<file path="src/hdl/bswd_pkg.sv">
// ----------------------------------------------------------------------------
// bswd_pkg
// Shared types and constants of the bright spot window detector.
// ----------------------------------------------------------------------------
package bswd_pkg;

    localparam int PIX_W   = 8;     // grey pixel
    localparam int SPOT_XW = 10;    // reported column
    localparam int ROW_W   = 12;    // row counter and reported row
    localparam int COL_W   = 11;    // one vertical column sum of 7 pixels
    localparam int WIN_W   = 14;    // 7x7 window sum plus center
    localparam int LINES   = 6;     // line buffers held per column
    localparam int WIN     = 7;     // window size
    localparam int CEN_TAP = 2;     // line buffer that holds the center row
    localparam int CEN_DLY = 4;     // center pixel delay, in columns
    localparam int OFFSET  = 3;     // window half size
    localparam int MIN_DIM = 7;     // smallest frame side
    localparam int MAX_ROWS = 4095;
    localparam int MEAN_GAIN = 49;  // pixels in the window

    localparam logic [10:0] RST_FRAME_WIDTH  = 11'd640;
    localparam logic [11:0] RST_FRAME_HEIGHT = 12'd480;
    localparam logic [7:0]  RST_BRIGHT_LEVEL = 8'd220;
    localparam logic [7:0]  RST_MEAN_LIMIT   = 8'd50;

    typedef enum logic [1:0] {
        CFG_FRAME_WIDTH,
        CFG_FRAME_HEIGHT,
        CFG_BRIGHT_LEVEL,
        CFG_MEAN_LIMIT
    } t_cfg_idx;

    // per-pixel control that rides along the pipeline
    typedef struct packed {
        logic                test_en;   // window lies fully inside the frame
        logic                last;      // last pixel of the frame
        logic                clr;       // frame start, restart the search
        logic [SPOT_XW-1:0]  spot_x;    // center column of this window
        logic [ROW_W-1:0]    spot_y;    // center row of this window
    } t_stage_ctl;

    typedef struct packed {
        logic                found;
        logic [SPOT_XW-1:0]  spot_x;
        logic [ROW_W-1:0]    spot_y;
    } t_result;

endpackage

</file>
<file path="src/hdl/bswd_out_fifo.sv">
// ----------------------------------------------------------------------------
// bswd_out_fifo
// Two-entry result queue between the detector and the result channel.
// ----------------------------------------------------------------------------
module bswd_out_fifo (
    input  logic                i_clk,
    input  logic                i_rst_n,
    input  logic                i_push,
    input  bswd_pkg::t_result   i_data,
    output logic                o_valid,
    input  logic                i_ready,
    output bswd_pkg::t_result   o_data,
    output logic [1:0]          o_count
);
    import bswd_pkg::*;

    t_result    r_mem [2];
    logic       r_wp;
    logic       r_rp;
    logic [1:0] r_cnt;
    logic       pop;

    assign pop = (r_cnt != 2'd0) && i_ready;

    always_ff @(posedge i_clk) begin
        if (!i_rst_n) begin
            r_wp  <= 1'b0;
            r_rp  <= 1'b0;
            r_cnt <= 2'd0;
        end else begin
            if (i_push) begin
                r_wp <= ~r_wp;
            end
            if (pop) begin
                r_rp <= ~r_rp;
            end
            r_cnt <= r_cnt + 2'(i_push) - 2'(pop);
        end
    end

    always_ff @(posedge i_clk) begin
        if (i_push) begin
            r_mem[r_wp] <= i_data;
        end
    end

    assign o_valid = (r_cnt != 2'd0);
    assign o_data  = r_mem[r_rp];
    assign o_count = r_cnt;

endmodule
</file>
<file path="config.mk">
export PLATFORM = sky130hd
export DESIGN_NAME = bswd_out_fifo
export DESIGN_NICKNAME = d
export VERILOG_FILES = /design/src/hdl/bswd_pkg.sv /design/src/hdl/bswd_out_fifo.sv
export SDC_FILE = /design/constraint.sdc
export NUM_CORES = 1
export LEC_CHECK = 0
export CAP_MARGIN = 10
export CORE_MARGIN = 1
export CORE_UTILIZATION = 40
export CTS_CLUSTER_SIZE = 10
export DETAILED_ROUTE_END_ITERATION = 8
export DONT_BUFFER_PORTS = 1
export HOLD_SLACK_MARGIN = 0.06
export PLACE_DENSITY = 0.65
export REMOVE_ABC_BUFFERS = 1
export SLEW_MARGIN = 20
export SYNTH_ARGS = -nofsm -noshare
export SYNTH_HDL_FRONTEND = slang
export SYNTH_SLANG_ARGS = --single-unit
</file>
<file path="constraint.sdc">
create_clock -name i_clk -period 3.1 [get_ports i_clk]
set_input_delay 0.62 -clock i_clk [delete_from_list [all_inputs] [get_ports i_clk]]
set_output_delay 0.62 -clock i_clk [all_outputs]
set_load 0.05 [all_outputs]
</file>
# [Word level (Yosys, flattened, before mapping)]
# Memory sizes are Yosys's and may differ from the RTL's. A register that Yosys moved wholly into a read port is not among the register bits.
# Cells that the tools add are included.
[word_totals] ff_bits=4 latch_bits=0 mem_bits_rw=46 romBits=0 input_bits=27 out_inout_bits=26 word_cells=14 n_memories=1
[classes] add_sub_neg=2 mul=0 div=0 magnitude_cmp=0 n_eq_ne=0 n_shift=0 muxes=4 bitwise=2 n_reduce_logical=2
[memory_table] name="r_mem" depth=2 word_bits=23 read_ports=1 rd_clocked_by_memory_dff=1 wr=1 line="bswd_out_fifo.sv:17" rtl="t_result r_mem [2];"
[op_table] cell="$mux 1" count=4
[op_table] cell="$add 2x1->2" count=1
[op_table] cell="$not 1->1" count=2
[op_table] cell="$reduce_bool 2->1" count=1
[op_table] cell="$sub 2x1->2" count=1
[op_table] cell="$logic_and 1x1->1" count=1

# [Longest topological paths before layout]
[depth] depth_word=4 mapped_depth=6

# [Least setup slack after synthesis]
# No wires, ideal clock.
[synth_path] path_kind="in2reg" startpoint="input port i_push" endpoint="memory r_mem[0][0] in the netlist's numbering (enable)" setup_ns=0.407 t_arrival_ns=1.714 setup_slack_ns=0.979 path_stages=1 cell_sequence="nor2b_1"
[synth_between] elab_chain_cells=2
[synth_rtl] element="start, declared" line="bswd_out_fifo.sv:8" rtl="input logic i_push,"
[synth_rtl] element="$mux 1" line="bswd_out_fifo.sv:42" rtl="if (i_push) begin"
[synth_rtl] element="$mux 1 (not written as such)" line="bswd_out_fifo.sv:43" rtl="r_mem[r_wp] <= i_data;"
[synth_rtl] element="end, declared" line="bswd_out_fifo.sv:17"
# No other way between the ends.

==> metrics.cfg <==
[worst_setup_path]
reg2reg_to = o_count[1]
cp-start-kind = flop
crit_end = o_data[2]
critPathMaxStageDelay_ns = 0.51
cp-end-kind = output pin
reg2reg_slack_ns = 1.30
path_class = flop to output pin
cp.required_ns = 2.48
cpLargestDelayFamily = multiplexers
crit_path_max_fanout = 22
path_cells = buf_4, mux2_2
critical_path_depth = 2
reg2reg_from = o_count[1]
crit_buf_inv = 1
slowest_stage = mux2_2
arrival_ns = 1.44
ff2ff_path_depth = 6

[placement]
port_buffers = 0
place_congestion = 0.704
place_inst = 146
pre_cts_slack_ns = 1.31
dp_hpwl_mm = 1.83

[die]
initial_core_util_pct = 42.5
ioPinCount = 53
rows = 24
die-area_um2 = 5030
fp.coreArea_um2 = 4470
die_h_um = 70.9
die_w_um = 70.9

[clocking]
cts-buffers-inserted = 5
clockBufferDepth = 2
path_clk_slew_ns = 0.09
post_cts_resized = 0
cts_tree = built
post_cts_buffers = 0
hold_buffers = 0
htree_levels = 2
clock_latency_ns = 0.29
clkSinkCount = 51
clockRootBuffer = clkbuf_8

[final_layout]
fill_cells = 378
antenna-diode-count = 0
layout.cells.non_filler = 154
layout-drive-gt1-share_pct = 33.3
layout-area-overhead-vs-synth_pct = 8.03
nets = 130

[drt]
totalWireLength_mm = 2.69
viasPerCell = 5.18
ant_nets = 0
wire_per_inst_um = 17.5
initialDrtViolationCount = 47
first_pass_iters = 8
drc = 4
vias = 798

[yosys]
yosys.area.top_type = edfxtp_1
syn_area_um2 = 1900
synth-seq-area-share_pct = 77.9
yosys.area.top_type_share_pct = 72.7
yosys.cell_types.count = 14
yosys-top-cells-area = edfxtp_1 (73%), mux2_2 (14%), dfxtp_1 (5.3%), ha_1 (1.3%), buf_6 (1.2%)
postSynthAreaPerCell_um2 = 20.4
yosys_warnings = 0
synth_edf_count = 46
syn_inst = 93
yosysMostFrequentCell = edfxtp_1
async_flop_share_pct = 0
synth_top_flop_cell = edfxtp_1
ys_seq_elements = 51
synth_common_cells = edfxtp_1 (46), mux2_2 (23), dfxtp_1 (5), nor2b_1 (3)

[timing]
whs_ns = 0.415
worstMarginPinSlew_ns = 0.589
hold_violations = 0
slew_headroom_pct = 60.7
rsz0062_at_grt = no
tns_ns = 0
setup_ws_ns = 1.04
slew_violations = 0
post-route-period-util_pct = 66.5
finalSetupViolCount = 0
timing.final.crit_period_ns = 2.06
fmax_mhz = 485
fin_worst_skew_ns = 0.0116

[global_route]
grt_usage_pct = 11.7
grt_pass1_wl_mm = 4.27
first_global_vias = 880
grt_max_degree = 24
antenna_found_initial = 0
grt.overflow.total = 0

[power]
leakagePower_nw = 0.686
power_mw = 1.73
peakVddDrop_mv = 0.559
p_per_area_nw_per_um2 = 845

[run]
drv_cap = 0

[min_path]
hp-class = primary input to flop

[run_status]
violations = design-rule violations
status = finished with violations

flip-flops by register name (all words and copies together), names as in the netlist, named ones only:
register / flops
r_wp: 1
r_rp: 1
o_count: 2
r_mem: 46
report_power, final:
group	total, mW	switching, mW	internal, mW
Clock	0.355	0.197	0.158
Combinational	0.505	0.361	0.144
Sequential	0.874	0.0687	0.805
Total	1.73	0.627	1.11
placed cells by master (no fill, tap or decap):
cell      synthesis  routed
edfxtp_1         46      46
mux2_2           23      23
dfxtp_1           5       5
clkbuf_8          0       5
buf_4             0       3
o21a_1            2       2
inv_1             2       2
and2_1            2       2
mux2i_1           2       2
nor2b_1           3       2
ha_1              2       2
nand2_1           1       1
nand2b_1          1       1
nor2b_2           0       1
or2_2             1       1
xnor3_1           1       1
clkinv_4          0       1
clkinv_1          0       1
clkbuf_1          0       1
worst min-delay path by stage:
stage,end,slack (ns),depth (start not counted),startpoint
floorplan,flop,0.45,2,r_rp
global placement,r_rp,0.46,2,r_rp
detailed placement,flop,0.49,2,r_rp
CTS,r_mem[0][20],0.40,0,i_data[20]
global route,r_mem[0][15],0.39,0,i_data[15]
finish,r_mem[1][15],0.42,0,i_data[15]
through the flow:
stage | cell area, µm² | utilization (%)
after floorplan | 1880 | -
after global routing | 2050 | 45.9
after global placement | 1970 | 44.0
after detailed placement | 1970 | 44.0
final | 2050 | 45.9
after CTS | 2050 | 45.9
cell families (layout without fill, tap and decap cells):
family / count (synthesis) / after routing / share of synthesized area [%]
adder cells (fa/ha/maj): 2 / 2 / 1.32
AO/OA/AOI/OAI: 2 / 2 / 0.790
multiplexers: 25 / 25 / 14.7
buffers and inverters: 4 / 13 / 1.58
XOR/XNOR: 1 / 1 / 1.18
flip-flops: 51 / 51 / 77.9
AND/OR/NAND/NOR: 8 / 8 / 2.50
layer usage:
layer,global-route usage [%],part of all wire (%),vias to the layer above
li1,-,-,367
met1,11.4,36,389
met2,19.0,50,40
met3,8.69,13,2
met4,4.67,0.63,0
met5,0,0,-
cell type report:
type / count / area [µm²] / share of cell area, %
Clock buffer: 6 / 72.6 / 3.53
Tap cell: 52 / 65.1 / 3.17
Clock inverter: 2 / 12.5 / 0.609
Inverter: 2 / 7.51 / 0.366
Timing Repair Buffer: 3 / 22.5 / 1.10
Sequential cell: 51 / 1480 / 72.2
Multi-Input combinational cell: 38 / 392 / 19.1
worst reg2reg max path, stage by stage, from the launching register on:
cell,delay (ns)
dfxtp_1,0.70
o21a_1,0.27
ha_1,0.26
inv_1,0.06
ha_1,0.14
xnor3_1,0.20
nor2b_1,0.11
Note: power is estimated with default switching activity, not from simulation.
