## config.mk

```make
export PLATFORM = sky130hd
export DESIGN_NAME = bswd_window
export DESIGN_NICKNAME = d
export VERILOG_FILES = /design/src/hdl/bswd_pkg.sv /design/src/hdl/bswd_window.sv
export SDC_FILE = /design/constraint.sdc
export NUM_CORES = 1
export LEC_CHECK = 0
export ABC_AREA = 1
export BUFFER_PORTS_ARGS = -buffer_cell sky130_fd_sc_hd__buf_4
export CORE_ASPECT_RATIO = 0.8
export CORE_MARGIN = 5
export CORE_UTILIZATION = 60
export CTS_BUF_LIST = sky130_fd_sc_hd__clkbuf_8 sky130_fd_sc_hd__clkbuf_16
export CTS_CLUSTER_DIAMETER = 120
export CTS_CLUSTER_SIZE = 28
export DETAILED_ROUTE_END_ITERATION = 8
export GPL_ROUTABILITY_DRIVEN = 0
export GPL_TIMING_DRIVEN = 0
export PLACE_DENSITY = 0.8
export SYNTH_ARGS = -nofsm -noshare
export SYNTH_HDL_FRONTEND = slang
export SYNTH_SLANG_ARGS = --single-unit
```

## constraint.sdc

```tcl
create_clock -name i_clk -period 7.2 [get_ports i_clk]
set_input_delay 1.44 -clock i_clk [delete_from_list [all_inputs] [get_ports i_clk]]
set_output_delay 1.44 -clock i_clk [all_outputs]
set_load 0.01 [all_outputs]
```

## src/hdl/bswd_pkg.sv

```systemverilog
// ----------------------------------------------------------------------------
// bswd_pkg
// Shared types and constants of the bright spot window detector.
// ----------------------------------------------------------------------------
package bswd_pkg;

    localparam int PIX_W   = 8;     // grey pixel
    localparam int SPOT_XW = 10;    // reported column
    localparam int ROW_W   = 12;    // row counter and reported row
    localparam int COL_W   = 11;    // one vertical column sum of 7 pixels
    localparam int WIN_W   = 14;    // 7x7 window sum plus center
    localparam int LINES   = 6;     // line buffers held per column
    localparam int WIN     = 7;     // window size
    localparam int CEN_TAP = 2;     // line buffer that holds the center row
    localparam int CEN_DLY = 4;     // center pixel delay, in columns
    localparam int OFFSET  = 3;     // window half size
    localparam int MIN_DIM = 7;     // smallest frame side
    localparam int MAX_ROWS = 4095;
    localparam int MEAN_GAIN = 49;  // pixels in the window

    localparam logic [10:0] RST_FRAME_WIDTH  = 11'd640;
    localparam logic [11:0] RST_FRAME_HEIGHT = 12'd480;
    localparam logic [7:0]  RST_BRIGHT_LEVEL = 8'd220;
    localparam logic [7:0]  RST_MEAN_LIMIT   = 8'd50;

    typedef enum logic [1:0] {
        CFG_FRAME_WIDTH,
        CFG_FRAME_HEIGHT,
        CFG_BRIGHT_LEVEL,
        CFG_MEAN_LIMIT
    } t_cfg_idx;

    // per-pixel control that rides along the pipeline
    typedef struct packed {
        logic                test_en;   // window lies fully inside the frame
        logic                last;      // last pixel of the frame
        logic                clr;       // frame start, restart the search
        logic [SPOT_XW-1:0]  spot_x;    // center column of this window
        logic [ROW_W-1:0]    spot_y;    // center row of this window
    } t_stage_ctl;

    typedef struct packed {
        logic                found;
        logic [SPOT_XW-1:0]  spot_x;
        logic [ROW_W-1:0]    spot_y;
    } t_result;

endpackage

```

## src/hdl/bswd_window.sv

```systemverilog
// ----------------------------------------------------------------------------
// bswd_window
// Seven column sums added into the window total, center delay line,
// threshold test and first-hit tracking.
// ----------------------------------------------------------------------------
module bswd_window (
    input  logic                        i_clk,
    input  logic                        i_rst_n,
    input  logic                        i_valid,
    input  logic [bswd_pkg::COL_W-1:0]  i_col_sum,
    input  logic [bswd_pkg::PIX_W-1:0]  i_center,
    input  bswd_pkg::t_stage_ctl        i_ctl,
    input  logic [7:0]                  i_bright_level,
    input  logic [7:0]                  i_mean_limit,
    output logic                        o_push,
    output bswd_pkg::t_result           o_result,
    output logic                        o_pending
);
    import bswd_pkg::*;

    // the six older columns; the newest one arrives on i_col_sum
    logic [COL_W-1:0]   r_cs [WIN-1];
    // centers of the three previous columns; r_cen3 is the fourth tap
    logic [PIX_W-1:0]   r_cp [CEN_DLY-1];
    logic [WIN_W-1:0]   r_win;

    logic               r_v3;
    logic [PIX_W-1:0]   r_cen3;
    t_stage_ctl         r_ctl3;

    logic               r_hit;
    logic [SPOT_XW-1:0] r_hx;
    logic [ROW_W-1:0]   r_hy;

    logic [WIN_W-1:0]   n_win;
    logic [WIN_W-1:0]   score;
    logic [WIN_W-1:0]   limit;
    logic               hit_cur;
    logic               qual;
    logic               n_hit;
    logic [SPOT_XW-1:0] n_hx;
    logic [ROW_W-1:0]   n_hy;

    // window total of the seven newest columns, rebuilt every transfer
    always_comb begin
        n_win = WIN_W'(i_col_sum);
        for (int i = 0; i < WIN - 1; i++) begin
            n_win = n_win + WIN_W'(r_cs[i]);
        end
    end

    always_ff @(posedge i_clk) begin
        if (!i_rst_n) begin
            for (int i = 0; i < WIN - 1; i++) begin
                r_cs[i] <= '0;
            end
            for (int i = 0; i < CEN_DLY - 1; i++) begin
                r_cp[i] <= '0;
            end
            r_win <= '0;
            r_v3  <= 1'b0;
        end else begin
            r_v3 <= i_valid;
            if (i_valid) begin
                r_cs[0] <= i_col_sum;
                for (int i = 1; i < WIN - 1; i++) begin
                    r_cs[i] <= r_cs[i-1];
                end
                r_cp[0] <= i_center;
                for (int i = 1; i < CEN_DLY - 1; i++) begin
                    r_cp[i] <= r_cp[i-1];
                end
                r_win <= n_win;
            end
        end
    end

    always_ff @(posedge i_clk) begin
        if (i_valid) begin
            r_cen3 <= r_cp[CEN_DLY-2];
            r_ctl3 <= i_ctl;
        end
    end

    // test stage
    always_comb begin
        score   = r_win + WIN_W'(r_cen3);
        limit   = WIN_W'(i_mean_limit) * WIN_W'(MEAN_GAIN);
        hit_cur = r_hit && !r_ctl3.clr;
        qual    = r_ctl3.test_en && !hit_cur && (r_cen3 >= i_bright_level)
                  && (score > limit);
        n_hit   = hit_cur || qual;
        n_hx    = qual ? r_ctl3.spot_x : (hit_cur ? r_hx : '0);
        n_hy    = qual ? r_ctl3.spot_y : (hit_cur ? r_hy : '0);
    end

    always_ff @(posedge i_clk) begin
        if (!i_rst_n) begin
            r_hit <= 1'b0;
            r_hx  <= '0;
            r_hy  <= '0;
        end else if (r_v3) begin
            if (r_ctl3.last) begin
                r_hit <= 1'b0;
                r_hx  <= '0;
                r_hy  <= '0;
            end else begin
                r_hit <= n_hit;
                r_hx  <= n_hx;
                r_hy  <= n_hy;
            end
        end
    end

    assign o_push          = r_v3 && r_ctl3.last;
    assign o_result.found  = n_hit;
    assign o_result.spot_x = n_hx;
    assign o_result.spot_y = n_hy;
    assign o_pending       = r_v3 && r_ctl3.last;

endmodule

```

# Word-level counts from Yosys, hierarchy flattened
# Memory sizes are Yosys's and may differ from the RTL's. A register that Yosys moved wholly into a read port is not among the register bits.
# Cells that the tools add are included.
dict set report totals {
  ff_bits 63
  latchBits 0
  mem_bits_rw 90
  mem_bits_ro 0
  in_bits 63
  output_inout_bits 25
  wordCells 59
  memories 2
}
# memory words width rd rd_ports_with_merged_regs wr line
set memory_table {}
lappend memory_table {r_cs 6 11 6 0 6 bswd_window.sv:22} ;# logic [COL_W-1:0] r_cs [WIN-1];
lappend memory_table {r_cp 3 8 3 1 3 bswd_window.sv:24} ;# logic [PIX_W-1:0] r_cp [CEN_DLY-1];
dict set report classes {
  addsub 7
  mul 1
  div 0
  order_cmp 2
  eq_ne 0
  shift 0
  mux 20
  n_bitwise 9
  n_reduce_logical 8
}
# cell count
set ops {}
lappend ops {{$mux W11} 6}
lappend ops {{$add A14 B11 Y14} 3}
lappend ops {{$mux W12} 3}
lappend ops {{$mux W10} 3}
lappend ops {{$mux W8} 3}
lappend ops {{$add A13 B11 Y14} 1}
lappend ops {{$add A14 B8 Y14} 1}
lappend ops {{$gt A14 B14 Y1} 1}
lappend ops {{$mul A8 B6 Y14 const B} 1}
lappend ops {{$add A12 B11 Y13} 1}
lappend ops {{$add A11 B11 Y12} 1}
lappend ops {{$or A1 B1 Y1} 9}
lappend ops {{$ge A8 B8 Y1} 1}
lappend ops {{$logic_and A1 B1 Y1} 5}
lappend ops {{$mux W1} 5}
lappend ops {{$logic_not A1 Y1} 2}
lappend ops {{$logic_or A1 B1 Y1} 1}

# Longest topological paths before layout
dict set report depth {
  ltp_word 8
  ltp_mapped 23
}

# Least setup slack after synthesis
# OpenSTA, ideal clock, no wires.
dict set report synth_timing {
  path_kind {input to output}
  start {in i_mean_limit[1]}
  end {out o_result[0] (netlist name)}
  arrival_ns 4.924
  required_time_ns 5.760
  setup_slack_ns 0.836
  stages 20
  n_path_buf 1
  path_cell_list {ha_1 -> fa_1 -> ha_1 -> ha_1 -> fa_1 -> nand3_1 -> nand2_1 -> nand2_1 -> nand2_1 -> a21oi_1 -> xor2_1 -> ha_1 -> nand2_1 -> nor2_2 -> nand3_1 -> nor2_1 -> nor2_2 -> nand3_4 -> buf_2 -> o21ai_0}
}
# element line
set synth_rtl {}
lappend synth_rtl {{start, declared} bswd_window.sv:14} ;# input logic [7:0] i_mean_limit,
lappend synth_rtl {{end, declared} bswd_window.sv:16} ;# output bswd_pkg::t_result o_result,

==> results.md <==
- RSZ-0062 raised after global routing: no
- Drt drc: 0
- Critical path type: in2out
- # Post-CTS Setup Buffers: 0
- Leakage Power: 5.30 nW
- Worst EP arrival: 5500 ps
- Die Y: 124 µm
- Worst path required time: roughly 5800 ps
- Slew margin rel.: around 51%
- Status: completed
- Vias per std cell: 5.25
- Number of global-route vias before repair: 7,025
- Final Setup Violations: 0
- Later-pin clock latency in the skew report: about 430 ps
- YS warnings: 0
- Startpoint types: input port
- Starting Density: 61.2%
- Largest net degree at the start of global routing: 69
- Pre-antenna DRT Iters: 5
- Final core occ: 70.9%
- Clock tree buffer depth: 2
- Post-DP HPWL: 15,100 µm
- N_diodes: 0
- Hold Crit Class: reg2reg
- Fin cells: 1,352
- Clock sink count: 161
- Post-route cell area: 11,200 µm²
- Placed Instance Area: approximately 11,000 µm²
- Nets: 1,319
- Adder-Cell Fraction of Synth Area: approximately 21%
- Post-synthesis xor/xnor area fraction: 1.62%
- Largest family of logic cells by synthesized area: adder cells
- First-pass GRT wire length: about 33,000 µm
- Synth Area in Simple Gates: 14.5%
- Worst-path clk slew: 70 ps
- WL per Instance: between 15 and 20 µm
- Fin crit period: just under 7000 ps
- Max-cap violations: 0
- Net Count, Synth: 1,212
- Post-Route WL: 20,300 µm
- Dpl cells: 1,320
- Cts hold-fix bufs: 0
- TNS Setup: 0 ps
- F_max: 144 MHz
- Sequential Area: approximately 4500 µm²
- Initial antenna violation count: 0
- Sequential area share after synthesis: 45.9%
- Clock skew: ~8.4 ps
- Final Hold Fails: 0
- Netlist cell types: 36
- Crit Path Max Fanout: 10
- Area Growth Syn to Fin: 15.8%
- Post-route ant nets: 0
- Tcrit/Tclk final: 96.4%
- Multi-input logic area: approximately 4300 µm²
- GRT overflow: 0
- Routed via count: 7,093
- Post-synthesis mux area share: 0%
- Power density over the cells: 294 nW/µm²
- Fraction of layout cells with a size suffix above 1: 12.1%
- Final Max Slew Viols: 0
- #FFs+latches synth: between 150 and 200
- Port Buf Inserts: 87
- H-tree lvl count: 4
- Peak supply drop: approximately 200 µV
- IO Pins: 88
- Compound-cell area share of the yosys netlist: 6.50%
- All-Layer GR Usage: 22.2%
- Mapped Area: 9710 µm²
- Resize count post-CTS: 0
- Worst-Margin Slew: 726 ps
- Rows: between 40 and 50
- CTS tree: built
- Core area: 15,900 µm²
- Die width: 152 µm
- Synthesized area per cell: 9.54 µm²
- Cell count after synthesis: 1,017
- Root Driver: clkbuf_16
- Filler Cells Inserted: 1,134
- Iter 0 DRT Violations: 676
- CP Capture Type: output pin
- CTS Buf Count: 17
- Die ar.: approximately 19,000 µm²
[cells by family after synthesis]
| group | count (synthesis) |
|---|---|
| flip-flops | 161 |
| XOR/XNOR | 18 |
| adder cells (fa/ha/maj) | 132 |
| AND/OR/NAND/NOR | 337 |
| AO/OA/AOI/OAI | 118 |
| buffers and inverters | 251 |
[sequential cells by signal (all words and copies together), names as in the netlist]
signal / cells
r_win: 14
r_cp: 24
r_cs: 66
r_cen3: 8
r_ctl3: 25
r_hy: 12
r_v3: 1
r_hit: 1
r_hx: 10
[routing by layer]
metal | wire length, µm | track usage (%) | vias to the layer above | share of wire (%)
met4 | 341 | 6.40 | 0 | 1.7
met5 | 0 | 0 | - | 0
li1 | - | - | 3467 | -
met1 | 9060 | 30.3 | 3343 | 45
met2 | 9690 | 36.3 | 239 | 48
met3 | 1240 | 5.07 | 44 | 6.1
[worst max-delay path, cell delays in order]
cell     delay, ps
buf_4          120
ha_1           300
fa_1           470
ha_1           310
ha_1           220
fa_1           410
nand3_1        120
nand2_1         60
nand2_1         80
nand2_1         60
a21oi_1        150
xor2_1         190
ha_1           250
nand2_1        110
nor2_2          60
nand3_1        100
nor2_1          80
nor2_4         170
nand3_4        160
buf_2          230
o21ai_0        230
buf_4          170
[through the flow]
stage | power, W | hold slack [ps] | worst slack (ps)
after CTS | 0.00330 | 419 | 126
after detailed placement | 0.00240 | 406 | 199
after global routing | 0.00355 | 429 | 11.3
final | 0.00330 | 419 | 259
after global placement | 0.00235 | 401 | 253
after floorplan | 0.00207 | 400 | 836
[power by group]
part	internal, W	switching (W)	leakage (nW)
Clock	0.000509	0.000377	0.283
Sequential	0.00108	0.0000392	1.63
Combinational	0.000502	0.000796	3.39
Total	0.00209	0.00121	5.30
[cell usage after synthesis, drive strengths merged]
master | count | area [µm²]
a21boi | 4 | 30.0
a21o | 1 | 7.51
a21oi | 58 | 290
a22o | 2 | 17.5
a32o | 1 | 10.0
buf | 14 | 85.1
clkbuf | 16 | 60.1
clkinv | 3 | 11.3
dfxtp | 38 | 761
edfxtp | 123 | 3690
fa | 57 | 1140
ha | 75 | 938
inv | 218 | 818
nand2 | 157 | 599
nand3 | 38 | 203
nand4 | 24 | 150
nor2 | 114 | 435
nor3 | 2 | 10.0
nor4 | 1 | 6.26
o211ai | 1 | 7.51
o21a | 2 | 15.0
o21ai | 45 | 225
o21bai | 2 | 15.0
o22ai | 2 | 12.5
or2 | 1 | 6.26
xnor2 | 7 | 61.3
xor2 | 11 | 96.3
[layout make-up]
class                           instances  share of cell area (%)
Tap cell                              215                    2.39
Inverter                              221                    7.40
Sequential cell                       161                    39.6
Timing Repair Buffer                   88                    6.05
Multi-Input combinational cell        605                    38.1
Buffer                                 30                    1.31
Clock inverter                         15                    1.30
Clock buffer                           17                    3.78
[worst paths after layout]
path                         from  depth (start not counted)           end  slack, ps
setup reg to reg       r_cs[0][2]                         15      r_win[9]       3060
setup / recovery  i_mean_limit[1]                         22  o_result[19]        260
hold reg to reg        r_cp[2][2]                          0     r_cen3[2]        420
hold / removal         r_cp[2][2]                          0     r_cen3[2]        420
[layout by cell type (no fill, tap or decap), drive strengths merged, types with 2 or more instances in the layout]
cell type,n
a22o,2
nand2,157
nand4,24
clkinv,10
xor2,11
edfxtp,123
buf,102
o21bai,2
o21ai,45
bufinv,2
nand3,38
xnor2,7
o21a,2
clkinvlp,2
o22ai,2
nor2,114
dfxtp,38
a21oi,58
ha,75
clkbuf,33
nor3,2
fa,57
a21boi,4
inv,222
Note: power is estimated with default switching activity, not from simulation.
